<file path="src/hdl/chss_pkg.sv">
package chss_pkg;

    localparam int OUT_OFFSET_BITS = 48;
    localparam int INDEX_BITS      = 16;

    // Seven leading bytes of the container sync word
    localparam logic [55:0] MAGIC_HEAD = 56'h1F5453564D5441;
    localparam logic [7:0]  SYNC_V     = 8'h56;
    localparam logic [7:0]  SYNC_P     = 8'h50;

    // Packet type codes
    localparam logic [7:0]  TYPE_RESYNC = 8'h1F;
    localparam logic [7:0]  TYPE_NOP_FE = 8'hFE;
    localparam logic [7:0]  TYPE_NOP_FF = 8'hFF;

    typedef enum logic [1:0] {
        MODE_SEARCH,
        MODE_SKIP,
        MODE_TYPE,
        MODE_SIZE
    } scan_mode_t;

    typedef struct packed {
        logic [OUT_OFFSET_BITS-1:0] header_offset;
        logic [INDEX_BITS-1:0]      header_index;
    } header_t;

endpackage

</file>
<file path="src/hdl/chss_if.sv">
interface chss_byte_if;
    logic       valid;
    logic       ready;
    logic [7:0] stream_byte;

    modport source (output valid, output stream_byte, input ready);
    modport sink (input valid, input stream_byte, output ready);
endinterface

interface chss_header_if;
    logic        valid;
    logic        ready;
    logic [47:0] header_offset;
    logic [15:0] header_index;

    modport source (output valid, output header_offset, output header_index, input ready);
    modport sink (input valid, input header_offset, input header_index, output ready);
endinterface

</file>
<file path="src/hdl/container_header_sync_scanner.sv">
// Container header sync scanner.
// Channel stream carries one byte of the concatenated stream per transaction.
// Channel header carries one result per sync word found: the offset of its
// first byte (wrapping at OFFSET_BITS) and the zero-based header count,
// saturating at its maximum.
// The result is registered: the transaction carrying the final sync byte
// ('V' or 'P') loads it into the output register, or into the skid register
// while the output register is full and not taken. Throughput: one byte per
// clock while the skid register is empty; results never exceed one per byte.
// Between the scanner and the header channel sit an output register and a
// one-entry skid register. When the receiver stalls, results collect there;
// stream.ready drops only while the skid register is full, and rises again
// the cycle after the receiver takes a result.
// Reset puts the scanner in search mode with an empty window, byte offset
// zero and header count zero, and empties both result registers.
module container_header_sync_scanner #(
    parameter int HEADER_BYTES = 32,
    parameter int OFFSET_BITS  = 48
) (
    input  logic          clk,
    input  logic          rst_n,
    chss_byte_if.sink     stream,
    chss_header_if.source header
);
    import chss_pkg::*;

    logic    accept;
    logic    hit;
    header_t hit_data;

    logic    out_valid_reg, out_valid_next;
    logic    skid_valid_reg, skid_valid_next;
    header_t out_data_reg, out_data_next;
    header_t skid_data_reg, skid_data_next;
    logic    pop;

    assign stream.ready = !skid_valid_reg;
    assign accept       = stream.valid && stream.ready;

    chss_core #(
        .HEADER_BYTES (HEADER_BYTES),
        .OFFSET_BITS  (OFFSET_BITS)
    ) u_core (
        .clk         (clk),
        .rst_n       (rst_n),
        .accept      (accept),
        .stream_byte (stream.stream_byte),
        .hit         (hit),
        .hit_data    (hit_data)
    );

    assign pop = out_valid_reg && header.ready;

    always_comb
    begin
        out_valid_next  = out_valid_reg;
        out_data_next   = out_data_reg;
        skid_valid_next = skid_valid_reg;
        skid_data_next  = skid_data_reg;
        if (!out_valid_reg || pop)
        begin
            if (skid_valid_reg)
            begin
                // drain the skid entry first, keep order
                out_valid_next  = 1'b1;
                out_data_next   = skid_data_reg;
                skid_valid_next = hit;
                skid_data_next  = hit_data;
            end
            else
            begin
                out_valid_next = hit;
                out_data_next  = hit_data;
            end
        end
        else if (hit)
        begin
            skid_valid_next = 1'b1;
            skid_data_next  = hit_data;
        end
    end

    always_ff @(posedge clk or negedge rst_n)
    begin
        if (!rst_n)
        begin
            out_valid_reg  <= 1'b0;
            skid_valid_reg <= 1'b0;
        end
        else
        begin
            out_valid_reg  <= out_valid_next;
            skid_valid_reg <= skid_valid_next;
        end
    end

    always_ff @(posedge clk)
    begin
        out_data_reg  <= out_data_next;
        skid_data_reg <= skid_data_next;
    end

    assign header.valid         = out_valid_reg;
    assign header.header_offset = out_data_reg.header_offset;
    assign header.header_index  = out_data_reg.header_index;

    a_skid_behind_out: assert property (@(posedge clk) disable iff (!rst_n)
        skid_valid_reg |-> out_valid_reg)
        else $error("skid entry held with empty output register");

    a_no_hit_when_full: assert property (@(posedge clk) disable iff (!rst_n)
        skid_valid_reg |-> !hit)
        else $error("result produced while both result registers are full");

    a_hit_shows: assert property (@(posedge clk) disable iff (!rst_n)
        hit |=> out_valid_reg)
        else $error("result lost after a sync match");

endmodule

</file>
<file path="src/hdl/chss_core.sv">
module chss_core #(
    parameter int HEADER_BYTES = 32,
    parameter int OFFSET_BITS  = 48
) (
    input  logic              clk,
    input  logic              rst_n,
    input  logic              accept,
    input  logic [7:0]        stream_byte,
    output logic              hit,
    output chss_pkg::header_t hit_data
);
    import chss_pkg::*;

    localparam logic [31:0] HDR_SKIP = 32'(HEADER_BYTES - 8);

    scan_mode_t             mode_reg, mode_next;
    logic [55:0]            window_reg, window_next;
    logic [2:0]             fill_reg, fill_next;
    logic [OFFSET_BITS-1:0] pos_reg, pos_next;
    logic [31:0]            skip_reg, skip_next;
    logic [23:0]            size_reg, size_next;
    logic [1:0]             size_cnt_reg, size_cnt_next;
    logic [INDEX_BITS-1:0]  index_reg, index_next;

    logic                   sync_match;
    logic [OFFSET_BITS-1:0] start_pos;
    logic [31:0]            new_size;

    assign sync_match = (fill_reg == 3'd7) && (window_reg == MAGIC_HEAD)
                     && (stream_byte == SYNC_V || stream_byte == SYNC_P);
    assign start_pos  = pos_reg - OFFSET_BITS'(7);
    assign new_size   = {stream_byte, size_reg};

    assign hit                    = accept && (mode_reg == MODE_SEARCH) && sync_match;
    assign hit_data.header_offset = OUT_OFFSET_BITS'(start_pos);
    assign hit_data.header_index  = index_reg;

    always_comb
    begin
        mode_next     = mode_reg;
        window_next   = window_reg;
        fill_next     = fill_reg;
        pos_next      = pos_reg;
        skip_next     = skip_reg;
        size_next     = size_reg;
        size_cnt_next = size_cnt_reg;
        index_next    = index_reg;
        if (accept)
        begin
            pos_next = pos_reg + OFFSET_BITS'(1);
            unique case (mode_reg)
                MODE_SEARCH:
                begin
                    window_next = {window_reg[47:0], stream_byte};
                    fill_next   = (fill_reg == 3'd7) ? fill_reg : fill_reg + 3'd1;
                    if (sync_match)
                    begin
                        if (index_reg != '1)
                            index_next = index_reg + INDEX_BITS'(1);
                        fill_next = '0;
                        skip_next = HDR_SKIP;
                        mode_next = (HDR_SKIP != '0) ? MODE_SKIP : MODE_TYPE;
                    end
                end
                MODE_SKIP:
                begin
                    skip_next = skip_reg - 32'd1;
                    if (skip_reg <= 32'd1)
                        mode_next = MODE_TYPE;
                end
                MODE_TYPE:
                begin
                    if (stream_byte == TYPE_RESYNC)
                    begin
                        // restart the search with this byte already in the window
                        window_next = {48'd0, stream_byte};
                        fill_next   = 3'd1;
                        mode_next   = MODE_SEARCH;
                    end
                    else if (stream_byte != TYPE_NOP_FE && stream_byte != TYPE_NOP_FF)
                    begin
                        size_cnt_next = '0;
                        mode_next     = MODE_SIZE;
                    end
                end
                MODE_SIZE:
                begin
                    size_cnt_next = size_cnt_reg + 2'd1;
                    case (size_cnt_reg)
                        2'd0: size_next[7:0]   = stream_byte;
                        2'd1: size_next[15:8]  = stream_byte;
                        2'd2: size_next[23:16] = stream_byte;
                        default:
                        begin
                            skip_next = new_size;
                            mode_next = (new_size != '0) ? MODE_SKIP : MODE_TYPE;
                        end
                    endcase
                end
                default: mode_next = MODE_SEARCH;
            endcase
        end
    end

    always_ff @(posedge clk or negedge rst_n)
    begin
        if (!rst_n)
        begin
            mode_reg     <= MODE_SEARCH;
            fill_reg     <= '0;
            pos_reg      <= '0;
            skip_reg     <= '0;
            size_cnt_reg <= '0;
            index_reg    <= '0;
        end
        else
        begin
            mode_reg     <= mode_next;
            fill_reg     <= fill_next;
            pos_reg      <= pos_next;
            skip_reg     <= skip_next;
            size_cnt_reg <= size_cnt_next;
            index_reg    <= index_next;
        end
    end

    always_ff @(posedge clk)
    begin
        window_reg <= window_next;
        size_reg   <= size_next;
    end

    a_hit_leaves_search: assert property (@(posedge clk) disable iff (!rst_n)
        hit |=> (mode_reg == MODE_SKIP || mode_reg == MODE_TYPE) && fill_reg == '0)
        else $error("sync match did not leave search mode");

    a_pos_advances: assert property (@(posedge clk) disable iff (!rst_n)
        accept |=> pos_reg == $past(pos_reg) + OFFSET_BITS'(1))
        else $error("byte position did not advance on a transaction");

    a_index_steps: assert property (@(posedge clk) disable iff (!rst_n)
        !hit |=> index_reg == $past(index_reg))
        else $error("header index moved without a match");

endmodule
</file>
<file path="src/flat_wrapper.sv">
// flat-port wrapper written by rule: the top's interface ports become plain ports
module container_header_sync_scanner_flat import chss_pkg::*;
#(
    parameter int HEADER_BYTES = 32,
    parameter int OFFSET_BITS  = 48
)
  (clk, rst_n, stream_valid, stream_stream_byte, stream_ready, header_valid, header_header_offset, header_header_index, header_ready);
  chss_byte_if stream_i ();
  chss_header_if header_i ();
  input  logic clk;
  input  logic rst_n;
  input wire logic [$bits(stream_i.valid)-1:0] stream_valid;
  input wire logic [$bits(stream_i.stream_byte)-1:0] stream_stream_byte;
  output wire logic [$bits(stream_i.ready)-1:0] stream_ready;
  output wire logic [$bits(header_i.valid)-1:0] header_valid;
  output wire logic [$bits(header_i.header_offset)-1:0] header_header_offset;
  output wire logic [$bits(header_i.header_index)-1:0] header_header_index;
  input wire logic [$bits(header_i.ready)-1:0] header_ready;
  assign stream_i.valid = stream_valid;
  assign stream_i.stream_byte = stream_stream_byte;
  assign stream_ready = stream_i.ready;
  assign header_valid = header_i.valid;
  assign header_header_offset = header_i.header_offset;
  assign header_header_index = header_i.header_index;
  assign header_i.ready = header_ready;
  container_header_sync_scanner #(.HEADER_BYTES(HEADER_BYTES), .OFFSET_BITS(OFFSET_BITS)) u_core (.clk(clk), .rst_n(rst_n), .stream(stream_i), .header(header_i));
endmodule
</file>
<file path="config.mk">
export PLATFORM = sky130hd
export DESIGN_NAME = container_header_sync_scanner_flat
export DESIGN_NICKNAME = d
export VERILOG_FILES = /design/src/hdl/chss_pkg.sv /design/src/hdl/chss_if.sv /design/src/hdl/container_header_sync_scanner.sv /design/src/hdl/chss_core.sv /design/src/flat_wrapper.sv
export SDC_FILE = /design/constraint.sdc
export NUM_CORES = 1
export LEC_CHECK = 0
export BUFFER_PORTS_ARGS = -buffer_cell sky130_fd_sc_hd__buf_2
export CAP_MARGIN = 20
export CORE_MARGIN = 3
export CORE_UTILIZATION = 53
export DETAILED_ROUTE_END_ITERATION = 12
export PLACE_DENSITY_LB_ADDON = 0.2
export SLEW_MARGIN = 10
export SYNTH_ARGS = -nofsm -noshare
export SYNTH_HDL_FRONTEND = slang
export SYNTH_SLANG_ARGS = --single-unit
</file>
<file path="constraint.sdc">
create_clock -name clk -period 8.6 [get_ports clk]
set_input_delay 0.86 -clock clk [delete_from_list [all_inputs] [get_ports clk]]
set_output_delay 0.86 -clock clk [all_outputs]
set_load 0.005 [all_outputs]
</file>
==> impl_metrics.ini <==
[power]
leakage_nw = 6.56
p_comb_share_pct = 23.5
ir_drop_mv = 0.187
p_per_area_nw_per_um2 = 296
switchingPower_mw = 1.41
intPower_mw = 3.44
switching_share_pct = 29.0
pwr-share-clk_pct = 31.8
pwr-share-seq_pct = 44.8

[cells_and_area]
num_antenna_cells = 0
layout.nets = 1256
syn2layout_area_growth_pct = 12.3
layout_common_cells = edfxtp_1 (208), dfrtp_1 (105), nand2_1 (82), buf_2 (76)
final_core_util_pct = 60.6
design_area_um2 = 16400
largest_reg_flops = 64
drive_gt1_share_pct = 17.1
final_common_cell = edfxtp_1
fillCellCount = 2136

[routing]
drtIter0Drc = 775
vias = 9599
vias_per_cell = 6.00
drt.antenna.violating_nets = 0
dr.pass1.iters = 5
drc = 0
routed_wl_um = 30100
avgRoutedWirePerCell_um = 18.8

[grt]
antenna_found_initial = 0
use_met1_pct = 28.9
grt_pass1_wl_um = 49200
grt_pass1_vias = 9300
grt_overflow_total = 0
grt_max_degree = 66
use_met3_pct = 2.97
grt_util_all_layers_pct = 20.7
grt-busiest-layer = met2
met2_usage_pct = 34.4

[floorplan]
io_pins = 78
rows = 60
start_util_pct = 53.9
die_h_um = 172
die_w_um = 172
fp.dieArea_um2 = 29500
core_um2 = 27000

[run_status]
status = finished clean

[clock_network]
cts_resized = 0
clockRootBuffer = clkbuf_16
numClockSinks = 313
clk_pin_slew_worst_paths_ps = 60
postCtsSetupBuffers = 0
hold_buffers = 0
htreeDepth = 2
cts_made_buffers = 34
cts_buffer_depth = 3
cts_tree = built
clk_latency_ps = 510

[sta]
fin_worst_skew_ps = 14.0
hold_viol = 0
max_freq_mhz = 294
worst_pin_slew_ps = 1050
rsz0062_at_grt = no
slew_headroom_pct = 29.9
period_minus_slack_ps = 3400
finalSetupViolCount = 0
slew_violations = 0
period_share_pct = 39.5
tns_ps = 0

[yosys]
ys_ff_latch = 313
ys_seq_area_share_pct = 60.9
netlist_instances = 1187
synth_cell_types = 65
synth_edf_count = 208
synth_top_area_share_pct = 42.8
synth_top_cells_by_area = edfxtp_1 (43%), dfrtp_1 (18%), mux2_2 (3.8%), xnor2_1 (3.2%), xor2_1 (2.6%)
synthArstFlopShare_pct = 33.5
syn_area_per_cell_um2 = 12.3
synth_top_flop_cell = edfxtp_1
yosys.area.top_type = edfxtp_1
netlist_area_um2 = 14600
syn_nets = 1209
yosys_warnings = 0

[worst_setup_path]
startpoint_type = primary input
crit_type = in2reg
cp.arrival_ps = 3530
cp_max_fo = 62
required_ps = 8730
cp-end-kind = flop
rrSetupSlack_ps = 5260

[placement]
place_hpwl_um = 19700
io_buffers = 77
place_area_um2 = 15200
place.gp.congestion = 0.840

[hold_path]
hold_class = in2async

[job]
max_cap_viol_count = 0
[final timing paths]
check,start,to,cells past startpoint
setup / recovery,stream_stream_byte[0],u_core.skid_data_reg[24],8
hold / removal,rst_n,u_core.u_core.skip_reg[19],1
setup reg to reg,u_core.u_core.fill_reg[0],u_core.skid_data_reg[24],9
hold reg to reg,u_core.u_core.index_reg[15],u_core.skid_data_reg[15],0
max in group asynchronous,rst_n,u_core.u_core.index_reg[11],2
min in group clk,u_core.u_core.index_reg[15],u_core.skid_data_reg[15],0
[cells by family (layout without fill, tap and decap cells)]
group	count (synthesis)	count (layout)	synth area share, %
mux	53	53	4.06
buf+inv	99	171	2.87
fa+ha+maj	10	10	0.858
compound gates	146	146	7.50
simple gates	469	469	18.0
flops	313	313	60.9
xor+xnor	97	97	5.83
[Yosys cell counts, drive strengths merged, types with 43 or more instances]
cell	n
mux2	49
nand2	82
nand3	49
and2	53
xnor2	53
nor2	52
edfxtp	208
xor2	44
dfrtp	105
nor4	43
clkbuf	66
[worst max-delay path: stages]
cell	delay, ps
buf_2	140
nor4_1	410
nand4_1	200
or3_1	370
buf_4	240
or3_1	410
o21ai_4	180
buf_4	670
[power groups by stage]
stage               Sequential (mW)  Combinational, mW  Clock, mW
finish                         2.17               1.14       1.54
global route                   2.20               1.28       1.64
CTS                            2.16               1.14       1.57
detailed placement             2.19               1.13          0
global placement               2.18               1.11          0
floorplan                      2.13              0.861          0
[layout make-up]
class / count / area, µm² / share of cell area, %
clock buffer: 47 / 961 / 5.87
tap: 341 / 427 / 2.61
timing repair buffer: 92 / 500 / 3.06
multi-input combinational: 775 / 5320 / 32.5
clock inverter: 14 / 220 / 1.34
sequential: 313 / 8870 / 54.2
inverter: 18 / 67.6 / 0.413
[layer usage]
metal | share of wire, % | wire [µm]
met5 | 0 | 0
met4 | 2.3 | 690
met3 | 4.9 | 1480
met2 | 48 | 14400
met1 | 45 | 13600
[metrics by stage]
stage	setup slack [ps]	cells	power, mW	hold slack [ps]
after CTS	5190	1600	4.88	357
after floorplan	864	1187	2.99	447
final	5200	1600	4.84	341
after detailed placement	4660	1539	3.32	485
after global routing	4920	1600	5.11	386
after global placement	4660	1539	3.30	483
Note: power is estimated with default switching activity, not from simulation.
